File: src/hw/rtl/psc_pkg.sv
// Package for the palindromic substring counter.
// Shared sizes, request payload types and the cell control struct.
// No dependencies.
package psc_pkg;

  localparam int MAX_LEN   = 64;
  localparam int CHAR_W    = 8;
  localparam int CNT_W     = 12;
  localparam int LEN_W     = $clog2(MAX_LEN + 1);
  localparam int GRP       = 8;
  localparam int NGRP      = (MAX_LEN + GRP - 1) / GRP;
  localparam int GRP_W     = $clog2(GRP + 1);
  localparam int PC_W      = $clog2(MAX_LEN + 1);
  localparam int TOTAL_MAX = (1 << CNT_W) - 1;

  typedef struct packed {
    logic [CHAR_W-1:0] char_in;
    logic              is_last;
  } in_req_t;

  typedef struct packed {
    logic [CNT_W-1:0] pal_count;
    logic             done_res;
    logic             overflow;
  } out_req_t;

  // Per-cell controls for one column update.
  typedef struct packed {
    logic wr;      // this cell takes the new character
    logic active;  // cell index is within the string, update its flag
    logic near;    // span of one or two characters, no inner check
    logic clr;     // string finished, drop the flag
  } cell_ctl_t;

endpackage

File: src/hw/rtl/palindromic_substring_counter.sv
// Palindromic substring counter top level: cell chain, flag counter and sequencer.
// Uses psc_pkg, psc_cell and psc_popcount.
//
// Each request carries one character; the result carries the running count of
// palindromic substrings of the string so far. A taken request goes through the
// column update in the cell row (one cell per stored character, MAX_LEN cells),
// the registered group count of the flags, and the add into the total. One item
// is in flight at a time: no new request is accepted until the current one has
// finished, and it cannot finish while an earlier result is held by out_stall.
// A finished result sits in an output register and the next request is accepted while it waits.
// Characters past MAX_LEN are dropped and raise overflow. After the request
// marked last, all state clears for the next string.
module palindromic_substring_counter (
  input  logic               clk,
  input  logic               rst_n,
  input  logic               in_valid,
  output logic               in_stall,
  input  psc_pkg::in_req_t   in_data,
  output logic               out_valid,
  input  logic               out_stall,
  output psc_pkg::out_req_t  out_data
);

  localparam logic [1:0] S_IDLE = 2'd0;
  localparam logic [1:0] S_UPD  = 2'd1;
  localparam logic [1:0] S_CNT  = 2'd2;
  localparam logic [1:0] S_SUM  = 2'd3;

  logic [1:0]                  state_r, state_nxt;
  logic [psc_pkg::CHAR_W-1:0]  char_r, char_nxt;
  logic                        last_r, last_nxt;
  logic [psc_pkg::LEN_W-1:0]   len_r, len_nxt;
  logic [psc_pkg::CNT_W-1:0]   total_r, total_nxt;
  logic                        ovf_r, ovf_nxt;
  logic                        out_valid_r, out_valid_nxt;
  psc_pkg::out_req_t           out_r, out_nxt;

  logic                        upd_en;
  logic                        clr;
  logic                        finish;
  logic [psc_pkg::MAX_LEN-1:0] flags;
  logic [psc_pkg::PC_W-1:0]    added;
  logic [psc_pkg::PC_W-1:0]    added_eff;
  logic [psc_pkg::CNT_W:0]     sum_wide;
  logic [psc_pkg::CNT_W-1:0]   sum_sat;

  assign upd_en = (state_r == S_UPD) && (len_r < psc_pkg::LEN_W'(psc_pkg::MAX_LEN));
  assign finish = (state_r == S_SUM) && (!out_valid_r || !out_stall);
  assign clr    = finish && last_r;

  // Cell row: cell i looks at cell i+1's flag from the previous column.
  for (genvar i = 0; i < psc_pkg::MAX_LEN; i++) begin : g_cell
    psc_pkg::cell_ctl_t ctl;
    logic               nbr;

    assign ctl.wr     = upd_en && (len_r == psc_pkg::LEN_W'(i));
    assign ctl.active = upd_en && (psc_pkg::LEN_W'(i) <= len_r);
    assign ctl.near   = (len_r == psc_pkg::LEN_W'(i)) || (len_r == psc_pkg::LEN_W'(i + 1));
    assign ctl.clr    = clr;

    if (i == psc_pkg::MAX_LEN - 1) begin : g_end
      assign nbr = 1'b0;
    end else begin : g_mid
      assign nbr = flags[i + 1];
    end

    psc_cell u_cell (
      .clk      (clk),
      .rst_n    (rst_n),
      .ctl      (ctl),
      .char_new (char_r),
      .nbr_flag (nbr),
      .flag     (flags[i])
    );
  end

  psc_popcount u_popcount (
    .clk   (clk),
    .flags (flags),
    .count (added)
  );

  // A dropped character leaves the old column in place; it adds nothing.
  assign added_eff = ovf_r ? '0 : added;

  assign sum_wide = {1'b0, total_r} + (psc_pkg::CNT_W + 1)'(added_eff);
  assign sum_sat  = (sum_wide > (psc_pkg::CNT_W + 1)'(psc_pkg::TOTAL_MAX))
                  ? psc_pkg::CNT_W'(psc_pkg::TOTAL_MAX) : sum_wide[psc_pkg::CNT_W-1:0];

  assign in_stall = (state_r != S_IDLE);

  always_comb begin
    state_nxt     = state_r;
    char_nxt      = char_r;
    last_nxt      = last_r;
    len_nxt       = len_r;
    total_nxt     = total_r;
    ovf_nxt       = ovf_r;
    out_nxt       = out_r;
    out_valid_nxt = out_valid_r;

    if (out_valid_r && !out_stall) begin
      out_valid_nxt = 1'b0;
    end

    case (state_r)
      S_IDLE: begin
        if (in_valid) begin
          char_nxt  = in_data.char_in;
          last_nxt  = in_data.is_last;
          state_nxt = S_UPD;
        end
      end
      S_UPD: begin
        if (upd_en) begin
          len_nxt = len_r + 1'b1;
        end else begin
          ovf_nxt = 1'b1;
        end
        state_nxt = S_CNT;
      end
      S_CNT: begin
        state_nxt = S_SUM;
      end
      S_SUM: begin
        if (finish) begin
          out_nxt.pal_count = sum_sat;
          out_nxt.done_res  = last_r;
          out_nxt.overflow  = ovf_r;
          out_valid_nxt     = 1'b1;
          total_nxt         = sum_sat;
          if (last_r) begin
            len_nxt   = '0;
            total_nxt = '0;
            ovf_nxt   = 1'b0;
          end
          state_nxt = S_IDLE;
        end
      end
      default: begin
        state_nxt = S_IDLE;
      end
    endcase
  end

  always_ff @(posedge clk) begin
    if (!rst_n) begin
      state_r     <= S_IDLE;
      len_r       <= '0;
      total_r     <= '0;
      ovf_r       <= 1'b0;
      out_valid_r <= 1'b0;
    end else begin
      state_r     <= state_nxt;
      len_r       <= len_nxt;
      total_r     <= total_nxt;
      ovf_r       <= ovf_nxt;
      out_valid_r <= out_valid_nxt;
    end
  end

  always_ff @(posedge clk) begin
    char_r <= char_nxt;
    last_r <= last_nxt;
    out_r  <= out_nxt;
  end

  assign out_valid = out_valid_r;
  assign out_data  = out_r;

endmodule

File: src/hw/rtl/psc_cell.sv
// One cell of the compare chain: stores one character and one palindrome-end flag.
// Reads its right neighbor's flag from the previous column. Uses psc_pkg.
module psc_cell (
  input  logic                        clk,
  input  logic                        rst_n,
  input  psc_pkg::cell_ctl_t          ctl,
  input  logic [psc_pkg::CHAR_W-1:0]  char_new,
  input  logic                        nbr_flag,
  output logic                        flag
);

  logic [psc_pkg::CHAR_W-1:0] char_r;
  logic                       flag_r;
  logic                       flag_nxt;
  logic                       match;

  // The cell being written compares the character with itself.
  assign match = ctl.wr || (char_r == char_new);

  always_comb begin
    flag_nxt = flag_r;
    if (ctl.clr) begin
      flag_nxt = 1'b0;
    end else if (ctl.active) begin
      flag_nxt = match && (ctl.near || nbr_flag);
    end
  end

  always_ff @(posedge clk) begin
    if (ctl.wr) begin
      char_r <= char_new;
    end
  end

  always_ff @(posedge clk) begin
    if (!rst_n) begin
      flag_r <= 1'b0;
    end else begin
      flag_r <= flag_nxt;
    end
  end

  assign flag = flag_r;

endmodule

File: src/hw/rtl/psc_popcount.sv
// Counts the set flags of the column: registered group counts, then a short sum.
// Uses psc_pkg.
module psc_popcount (
  input  logic                         clk,
  input  logic [psc_pkg::MAX_LEN-1:0]  flags,
  output logic [psc_pkg::PC_W-1:0]     count
);

  logic [psc_pkg::GRP_W-1:0] grp_r   [psc_pkg::NGRP];
  logic [psc_pkg::GRP_W-1:0] grp_nxt [psc_pkg::NGRP];

  always_comb begin
    for (int g = 0; g < psc_pkg::NGRP; g++) begin
      grp_nxt[g] = '0;
      for (int b = 0; b < psc_pkg::GRP; b++) begin
        if (g * psc_pkg::GRP + b < psc_pkg::MAX_LEN) begin
          grp_nxt[g] = grp_nxt[g]
                     + psc_pkg::GRP_W'(flags[g * psc_pkg::GRP + b]);
        end
      end
    end
  end

  always_ff @(posedge clk) begin
    for (int g = 0; g < psc_pkg::NGRP; g++) begin
      grp_r[g] <= grp_nxt[g];
    end
  end

  always_comb begin
    count = '0;
    for (int g = 0; g < psc_pkg::NGRP; g++) begin
      count = count + psc_pkg::PC_W'(grp_r[g]);
    end
  end

endmodule

File: config.mk
export PLATFORM = sky130hd
export DESIGN_NAME = palindromic_substring_counter
export DESIGN_NICKNAME = d
export VERILOG_FILES = /design/src/hw/rtl/psc_pkg.sv /design/src/hw/rtl/palindromic_substring_counter.sv /design/src/hw/rtl/psc_cell.sv /design/src/hw/rtl/psc_popcount.sv
export SDC_FILE = /design/constraint.sdc
export NUM_CORES = 1
export LEC_CHECK = 0
export CORE_MARGIN = 1
export CORE_UTILIZATION = 23
export DETAILED_ROUTE_END_ITERATION = 7
export DONT_BUFFER_PORTS = 1
export GPL_ROUTABILITY_DRIVEN = 0
export PLACE_DENSITY = 0.36
export SETUP_SLACK_MARGIN = 0.2
export SLEW_MARGIN = 20
export SYNTH_ARGS = -nofsm -noshare
export SYNTH_HDL_FRONTEND = slang
export SYNTH_HIERARCHICAL = 1
export SYNTH_SLANG_ARGS = --single-unit
File: constraint.sdc
create_clock -name clk -period 7.7 [get_ports clk]
set_clock_uncertainty 0.15 [all_clocks]
set_input_delay 0.385 -clock clk [delete_from_list [all_inputs] [get_ports clk]]
set_output_delay 0.385 -clock clk [all_outputs]
set_load 0.02 [all_outputs]
==> qor.log, run 1 <==
qor: outcome.run_status finished clean
qor: min_path.hold_path.startpoint rst_n
qor: min_path.min_to total_r[7]$_SDFFE_PN0P_
qor: setup_path.critical_path_arrival 5640 ps
qor: sta.setup_total_negative_slack 0 ps
qor: die.dieWidth 369 µm
qor: setup_path.worst_path_bufs_invs 4
qor: clocking.clock-root-buffer sky130_fd_sc_hd__clkbuf_16
qor: die.rows 134
qor: place.place.detailed.hpwl 54900 µm
qor: clocking.numCtsBuffers 82
qor: place.place_ws 2250 ps
qor: logic_synthesis.synthesis.nets 2533
qor: setup_path.critical_path.top_delay_family adder cells
qor: sta.timing_worst_slew_pin_value 1150 ps
qor: setup_path.critPathSlowestCell sky130_fd_sc_hd__fa_1
qor: setup_path.rr_startpoint u_popcount/grp_r[1][3]$_DFF_P_
qor: cells_and_area.final_layout_net_count 2631
qor: power.power.static_leakage 12.2 nW
qor: sta.hold_viol_final 0
qor: sta.max-slew-margin-rel 23.3%
qor: power.power.share.switching 27.8%
qor: logic_synthesis.synth_cells 2417
qor: clocking.cts_sinks 654
qor: die.pin_count 29
qor: global_route.grt.overflow.total 0
qor: setup_path.worstRegToRegCells 18
qor: clocking.cts.hold.buffers_added 14
qor: sta.timing.final.max_slew_violations 0
qor: setup_path.timing.rr.end out_data[11]$_DFFE_PP_
qor: power.cellInternalPower 6.66 mW
qor: setup_path.critical_path_class register to register
qor: die.fp.dieArea 136000 µm²
qor: sta.achievable-frequency 184 MHz
qor: logic_synthesis.synthesis.area_per_instance 12.8 µm²
qor: die.floorplan.initialDensity 23.2%
qor: die.die_height 369 µm
qor: power.highest_ir_drop_seen_on_vdd 138 µV
qor: logic_synthesis.count_of_different_cell_masters_after_synthesis 64
qor: power.power_per_cell_area 256 nW/µm²
qor: logic_synthesis.cell_area_synth 30900 µm²
qor: power.pwr-share-comb 15.3%
qor: cells_and_area.finalNonFillerCells 4345
qor: clocking.cts.clk_slew.worst_paths 60 ps
qor: logic_synthesis.most_used_flip_flop_cell_after_synthesis sky130_fd_sc_hd__edfxtp_1
qor: flow_run.maxCapViolations 0
qor: sta.rsz0062_at_grt false
qor: power.power.net_switching 2.56 mW
qor: routing.post-route-drc-count 0
qor: setup_path.cp_launch_type register
qor: clocking.cts-htree-levels 3
qor: sta.post-route-period-util 70.6%
qor: setup_path.crit_start u_popcount/grp_r[1][3]$_DFF_P_
qor: global_route.first_pass_grt_wire_length 131000 µm
qor: logic_synthesis.yosys_warnings 6
qor: clocking.clk_path_buf_depth 3
qor: logic_synthesis.yosys_register_bits 654
qor: clocking.clock_insertion_delay_worst_skew 650 ps
qor: global_route.grt_pass1_vias 20039
qor: setup_path.timing.critical_path.to_type register
qor: routing.first_iter_violations 1078
qor: routing.avgViaCountPerCell 4.35
qor: min_path.hold_class input port to register
qor: sta.final.setup.worst_slack 2260 ps
qor: cells_and_area.drive_above_1_share 6.91%
qor: global_route.grt_max_degree 117
qor: clocking.cts.repair.resized 0
qor: setup_path.reg2reg_slack 2260 ps
qor: routing.wire_per_inst 19.7 µm
qor: min_path.holdPathStages 3
qor: sta.finalSetupViolCount 0
qor: setup_path.sequence_of_cells_on_the_critical_path inv_1 > fa_1 > inv_1 > fa_1 > fa_1 > inv_1 > fa_1 > inv_1 > ha_1 > a21o_1 > a21oi_2 > xnor2_1 > nor2b_1 > ha_1 > a21o_2 > or3_1 > a21boi_4 > a41oi_1
qor: routing.ant_nets 0
qor: setup_path.critical_path_required 7900 ps
qor: die.core_area 133000 µm²
qor: power.pwr-share-seq 44.1%
qor: clocking.post_cts_setup_buffers 0
qor: cells_and_area.antenna-diode-count 0
qor: global_route.antenna_found_initial 1
qor: global_route.groute.usage.overall 12.7%
qor: routing.routed_wirelength 85500 µm
qor: logic_synthesis.edff_count_synth 535
qor: logic_synthesis.async_reset_ff_share 0%
qor: setup_path.maximum_fanout_along_the_worst_path 8
qor: setup_path.slowest_delay 590 ps
qor: routing.dr.pass1.iters 5
qor: place.placed_cells_incl_taps 4185
qor: cells_and_area.syn2layout_area_growth 16.6%
qor: routing.vias 18913
qor: logic_synthesis.synth_seq_area_share 59.7%
qor: place.buffer_ports.inserted 0
qor: power.power.share.clock 40.6%
qor: clocking.cts_tree yes
qor: sta.timing.hold.ws 34.6 ps
qor: sta.final_period_minus_worst_setup_slack 5440 ps
power by group through the flow:
stage                     clock [mW]  sequential [mW]  combinational [mW]
after detailed placement           0             4.14                1.44
after global routing            4.02             4.08                1.57
after global placement             0             4.14                1.41
after floorplan                    0             4.41               0.633
after CTS                       3.89             4.07                1.46
final                           3.74             4.07                1.41
cell families after synthesis:
| kind of cell | count (synthesis) | synth area share [%] |
|---|---|---|
| DFF | 654 | 59.7 |
| and+or+nand+nor | 588 | 10.4 |
| xor gates and xnor gates | 530 | 15.0 |
| AOI/OAI and AO/OA | 347 | 6.75 |
| buffers and inverters | 191 | 2.48 |
| adders and majority gates | 103 | 5.53 |
| muxes | 3 | 0.101 |
| other | 1 | 0.0121 |
cells in the mapped netlist (13+ instances only):
cell                         n  area share (%)
sky130_fd_sc_hd__a21oi_1   120             1.9
sky130_fd_sc_hd__fa_1       56             3.6
sky130_fd_sc_hd__xor2_1    517              15
sky130_fd_sc_hd__dfxtp_1   119             7.7
sky130_fd_sc_hd__nor3_1     26            0.42
sky130_fd_sc_hd__o211ai_1   65             1.6
sky130_fd_sc_hd__nand2b_1   13            0.26
sky130_fd_sc_hd__a31oi_1    17            0.34
sky130_fd_sc_hd__o21ai_1    83             1.3
sky130_fd_sc_hd__nor4_1    128             2.6
sky130_fd_sc_hd__edfxtp_1  535              52
sky130_fd_sc_hd__nand3b_1   67             1.6
sky130_fd_sc_hd__nand2_1    63            0.77
sky130_fd_sc_hd__o21ai_0    19            0.31
sky130_fd_sc_hd__nand3_1    15            0.24
sky130_fd_sc_hd__nor2_1    140             1.7
sky130_fd_sc_hd__inv_1     141             1.7
sky130_fd_sc_hd__xnor2_1    13            0.37
sky130_fd_sc_hd__nor2b_1    86             1.7
sky130_fd_sc_hd__clkbuf_1   22            0.27
sky130_fd_sc_hd__ha_1       47             1.9
per-stage QoR:
stage / power, mW / util [%] / cell area, µm²
global route: 9.66 / 27.0 / 36100
global placement: 5.55 / 24.9 / 33300
finish: 9.22 / 27.0 / 36100
detailed placement: 5.59 / 24.9 / 33300
floorplan: 5.04 / - / 30900
CTS: 9.42 / 27.0 / 36000
tightest hold or removal path, cell delays in order:
cell and delay (ps):
sky130_fd_sc_hd__buf_16 150, sky130_fd_sc_hd__nand2_1 150, sky130_fd_sc_hd__a311oi_1 70
flip-flops by register name, indices dropped and copies added, names as in the netlist:
register / cells
len_r: 7
total_r: 12
g_cell.u_cell/char_r: 512
g_cell.u_cell/flag: 64
char_r: 8
state_r: 2
u_popcount/grp_r: 32
ovf_r: 1
last_r: 1
out_valid: 1
out_data: 14
metal layers:
layer  share of wire, %  vias to the layer above  GRT usage, %
li1                   -                     8858             -
met1                 47                     9552          16.9
met2                 47                      363          20.6
met3                3.7                      140          2.03
met4                3.1                        0          4.75
met5                  0                        -             0
layout by cell type (no fill, tap or decap), types with 7 or more instances in the layout:
cell                            count
sky130_fd_sc_hd__buf_4             44
sky130_fd_sc_hd__nor2b_1           86
sky130_fd_sc_hd__o21ai_1           83
sky130_fd_sc_hd__ha_1              47
sky130_fd_sc_hd__and3_1            12
sky130_fd_sc_hd__nand3_1           15
sky130_fd_sc_hd__nand2_1           63
sky130_fd_sc_hd__o22ai_1            7
sky130_fd_sc_hd__clkbuf_8           7
sky130_fd_sc_hd__a31oi_1           17
sky130_fd_sc_hd__fa_1              56
sky130_fd_sc_hd__clkinv_2           8
sky130_fd_sc_hd__inv_1            140
sky130_fd_sc_hd__nor2_1           140
sky130_fd_sc_hd__and2_1             7
sky130_fd_sc_hd__xnor2_1           13
sky130_fd_sc_hd__nand2b_1          12
sky130_fd_sc_hd__xor2_1           517
sky130_fd_sc_hd__edfxtp_1         535
sky130_fd_sc_hd__a21oi_1          120
sky130_fd_sc_hd__nor4_1           128
sky130_fd_sc_hd__o21ai_0           19
sky130_fd_sc_hd__clkinv_1          17
sky130_fd_sc_hd__dfxtp_1          119
sky130_fd_sc_hd__dlygate4sd3_1     13
sky130_fd_sc_hd__clkbuf_16         84
sky130_fd_sc_hd__nor3_1            25
sky130_fd_sc_hd__o211ai_1          65
sky130_fd_sc_hd__or2_1              7
sky130_fd_sc_hd__nand3b_1          67
sky130_fd_sc_hd__clkbuf_1          19
how the worst max path moves through the flow:
stage                               to  slack [ps]  cells after the start
5_1_grt        total_r[7]$_SDFFE_PN0P_        1970                     19
4_1_cts         out_data[11]$_DFFE_PP_        2240                     18
2_1_floorplan   out_data[11]$_DFFE_PP_        2590                     19
3_5_place_dp    out_data[11]$_DFFE_PP_        2250                     18
6_report        out_data[11]$_DFFE_PP_        2260                     18
3_3_place_gp    out_data[11]$_DFFE_PP_        2270                     18
layout make-up:
class                      count  area (µm²)
fill                       13760       97400
sequential                   654       18400
clock buffer                 110        2270
clock inverter                36         330
timing repair buffer          61         548
inverter                     144         541
tap                         1768        2210
multi-input combinational   1572       11700
Note: power is estimated with default switching activity, not from simulation.
==> run 2, diff against run 1 <==
--- a/config.mk
+++ b/config.mk
@@ -10,7 +10,7 @@
 export DETAILED_ROUTE_END_ITERATION = 7
 export DONT_BUFFER_PORTS = 1
 export GPL_ROUTABILITY_DRIVEN = 0
-export PLACE_DENSITY = 0.36
+export PLACE_DENSITY = 0.37
 export SETUP_SLACK_MARGIN = 0.2
 export SLEW_MARGIN = 20
 export SYNTH_ARGS = -nofsm -noshare
==> constraint.sdc (replaced) <==
create_clock -name clk -period 5 [get_ports clk]
set_clock_uncertainty 0.15 [all_clocks]
set_input_delay 0.25 -clock clk [delete_from_list [all_inputs] [get_ports clk]]
set_output_delay 0.25 -clock clk [all_outputs]
set_load 0.02 [all_outputs]
==> qor.log, run 2 (same netlist as run 1, synthesis figures left out) <==
qor: setup_path.critical_path_arrival 5500 ps
qor: flow_run.maxCapViolations 0
qor: global_route.grt.overflow.total 0
qor: global_route.groute.usage.overall 12.8%
qor: global_route.groute.layer.met3.usage 1.99%
qor: cells_and_area.post_route_cell_area 37100 µm²
qor: global_route.first_pass_grt_wire_length 131000 µm
qor: die.dieWidth 369 µm
qor: cells_and_area.fill_cells 13680
qor: die.core_area 133000 µm²
qor: routing.vias 19030
qor: cells_and_area.syn2layout_area_growth 20.1%
qor: global_route.grt_max_degree 129
qor: setup_path.rr_startpoint u_popcount/grp_r[1][3]$_DFF_P_
qor: place.buffer_ports.inserted 0
qor: die.pin_count 29
qor: power.power_per_cell_area 390 nW/µm²
qor: sta.finalSetupViolCount 8
qor: sta.post-route-period-util 102%
qor: setup_path.maximum_fanout_along_the_worst_path 7
qor: setup_path.cp_launch_type register
qor: sta.hold_viol_final 0
qor: routing.wire_per_inst 19.7 µm
qor: outcome.run_status finished with violations
qor: min_path.min_to char_r[3]$_DFFE_PP_
qor: setup_path.reg2reg_slack -120 ps
qor: cells_and_area.register_area 18500 µm²
qor: die.fp.dieArea 136000 µm²
qor: clocking.clock-root-buffer sky130_fd_sc_hd__clkbuf_16
qor: global_route.use_met2 20.7%
qor: sta.max-slew-margin-rel 29.8%
qor: routing.ant_nets 0
qor: power.highest_ir_drop_seen_on_vdd 238 µV
qor: min_path.holdPathStages 1
qor: cells_and_area.drive_above_1_share 11.3%
qor: setup_path.timing.rr.end total_r[9]$_SDFFE_PN0P_
qor: routing.routed_wirelength 87000 µm
qor: cells_and_area.max_flop_register g_cell.u_cell/char_r
qor: sta.final.setup.worst_slack -121 ps
qor: cells_and_area.largest_register_ffs 512
qor: sta.achievable-frequency 195 MHz
qor: clocking.cts_tree yes
qor: clocking.cts.clk_slew.worst_paths 60 ps
qor: outcome.violated_checks setup timing
qor: setup_path.critical_path_required 5380 ps
qor: routing.post-route-drc-count 0
qor: clocking.numCtsBuffers 82
qor: global_route.gr-usage-met1 17.5%
qor: sta.timing_worst_slew_pin_value 1050 ps
qor: cells_and_area.multiInputGateArea 12000 µm²
qor: global_route.grt_pass1_vias 19952
qor: sta.timing.hold.ws 84.9 ps
qor: power.p_total 14.5 mW
qor: place.postPlaceCellArea 33900 µm²
qor: setup_path.worstRegToRegCells 19
qor: die.die_height 369 µm
qor: place.placed_cells_incl_taps 4240
qor: die.rows 134
qor: clocking.clk_path_buf_depth 3
qor: cells_and_area.most_common_library_cell_in_the_layout_ignoring_fill_and_taps sky130_fd_sc_hd__edfxtp_1
qor: global_route.globalRoute.busiestLayer met2
qor: clocking.cts-htree-levels 3
qor: cells_and_area.finalNonFillerCells 4417
qor: power.power.static_leakage 12.7 nW
qor: sta.setup_total_negative_slack -591 ps
qor: setup_path.timing.critical_path.to_type register
qor: min_path.hold_class input port to register
qor: global_route.antenna_found_initial 1
qor: sta.timing.final.max_slew_violations 0
qor: min_path.hold_path.startpoint in_valid
qor: place.place.detailed.hpwl 56500 µm
qor: cells_and_area.final_layout_net_count 2698
qor: clocking.clock_insertion_delay_worst_skew 640 ps
qor: sta.rsz0062_at_grt true
qor: cells_and_area.layout.cells.most_common_list 535 x sky130_fd_sc_hd__edfxtp_1, 517 x sky130_fd_sc_hd__xor2_1, 138 x sky130_fd_sc_hd__nor2_1, 131 x sky130_fd_sc_hd__inv_1, 128 x sky130_fd_sc_hd__nor4_1
qor: clocking.cts_sinks 654
qor: die.floorplan.initialDensity 23.2%
qor: routing.first_iter_violations 1107
qor: routing.avgViaCountPerCell 4.31
qor: routing.dr.pass1.iters 5
qor: sta.final_period_minus_worst_setup_slack 5120 ps
qor: setup_path.critical_path_class register to register
run 2: changes by cell type in the layout (fill, tap and decap cells not counted), moves of 4 or more:
cell and delta:
sky130_fd_sc_hd__a21oi_1 -4, sky130_fd_sc_hd__buf_12 +10, sky130_fd_sc_hd__buf_4 +46, sky130_fd_sc_hd__buf_6 +9
sky130_fd_sc_hd__clkinv_2 +5, sky130_fd_sc_hd__inv_1 -9, sky130_fd_sc_hd__inv_2 +9, sky130_fd_sc_hd__o21ai_1 -5
run 2: power by group:
group          leakage, nW  internal (mW)  switching (mW)
registers             5.78           6.19           0.116
logic                 5.58          0.671            1.57
clock network         1.31           3.62            2.30
total                 12.7           10.5            3.99
run 2: worst max path at each step:
stage / startpoint / to / slack [ps]
3_5_place_dp: u_popcount/grp_r[1][14]$_DFF_P_ / out_data[13]$_DFFE_PP_ / -250
6_report: u_popcount/grp_r[1][3]$_DFF_P_ / total_r[9]$_SDFFE_PN0P_ / -120
3_3_place_gp: u_popcount/grp_r[1][15]$_DFF_P_ / out_data[11]$_DFFE_PP_ / -250
4_1_cts: u_popcount/grp_r[1][3]$_DFF_P_ / out_data[10]$_DFFE_PP_ / -140
5_1_grt: u_popcount/grp_r[1][3]$_DFF_P_ / total_r[9]$_SDFFE_PN0P_ / -270
2_1_floorplan: u_popcount/grp_r[1][15]$_DFF_P_ / out_data[11]$_DFFE_PP_ / -60
run 2: area by class of cell:
cell class,instances,share of cell area (%)
Sequential cell,654,49.7
Tap cell,1768,5.96
Multi-Input combinational cell,1572,32.3
Clock buffer,107,6.06
Timing Repair Buffer,128,3.32
Inverter,144,1.46
Clock inverter,43,1.20
Antenna cell,1,0.00674
run 2: per-stage QoR:
| step | utilization, % | worst slack, ps |
|---|---|---|
| 4_1_cts | 27.7 | -142 |
| 3_5_place_dp | 25.4 | -247 |
| 3_3_place_gp | 25.4 | -246 |
| 2_1_floorplan | - | -64.3 |
| 6_report | 27.8 | -121 |
| 5_1_grt | 27.8 | -274 |
run 2: per-layer routing:
layer  part of all wire, %  vias up
met4                   2.4        0
met2                    46      361
li1                      -     8985
met3                   3.7      129
met5                     0        -
met1                    47     9555
run 2: worst max-delay path, cell delays in order, from the launching register on:
cell and delay [ps]:
sky130_fd_sc_hd__dfxtp_2 320, sky130_fd_sc_hd__inv_2 30, sky130_fd_sc_hd__fa_1 520, sky130_fd_sc_hd__inv_1 50, sky130_fd_sc_hd__fa_1 510, sky130_fd_sc_hd__fa_1 530
sky130_fd_sc_hd__inv_2 40, sky130_fd_sc_hd__fa_1 540, sky130_fd_sc_hd__inv_1 50, sky130_fd_sc_hd__ha_1 260, sky130_fd_sc_hd__a21o_1 170, sky130_fd_sc_hd__a21oi_2 140
sky130_fd_sc_hd__xnor2_1 130, sky130_fd_sc_hd__nor2b_4 180, sky130_fd_sc_hd__ha_4 230, sky130_fd_sc_hd__a21o_4 230, sky130_fd_sc_hd__buf_6 120, sky130_fd_sc_hd__o311a_4 360
sky130_fd_sc_hd__a21boi_4 180, sky130_fd_sc_hd__a311oi_1 280
run 2: what timing repair did:
| item | 4_1_cts | 5_1_grt |
|---|---|---|
| resized for setup | 42 | 30 |
| endpoints found under the setup margin | 24 | 24 |
| pin swaps | 35 | 10 |
| endpoints found under the hold margin | 106 | 0 |
| hold buffers | 15 | 0 |
| buffers inserted | 9 | 2 |
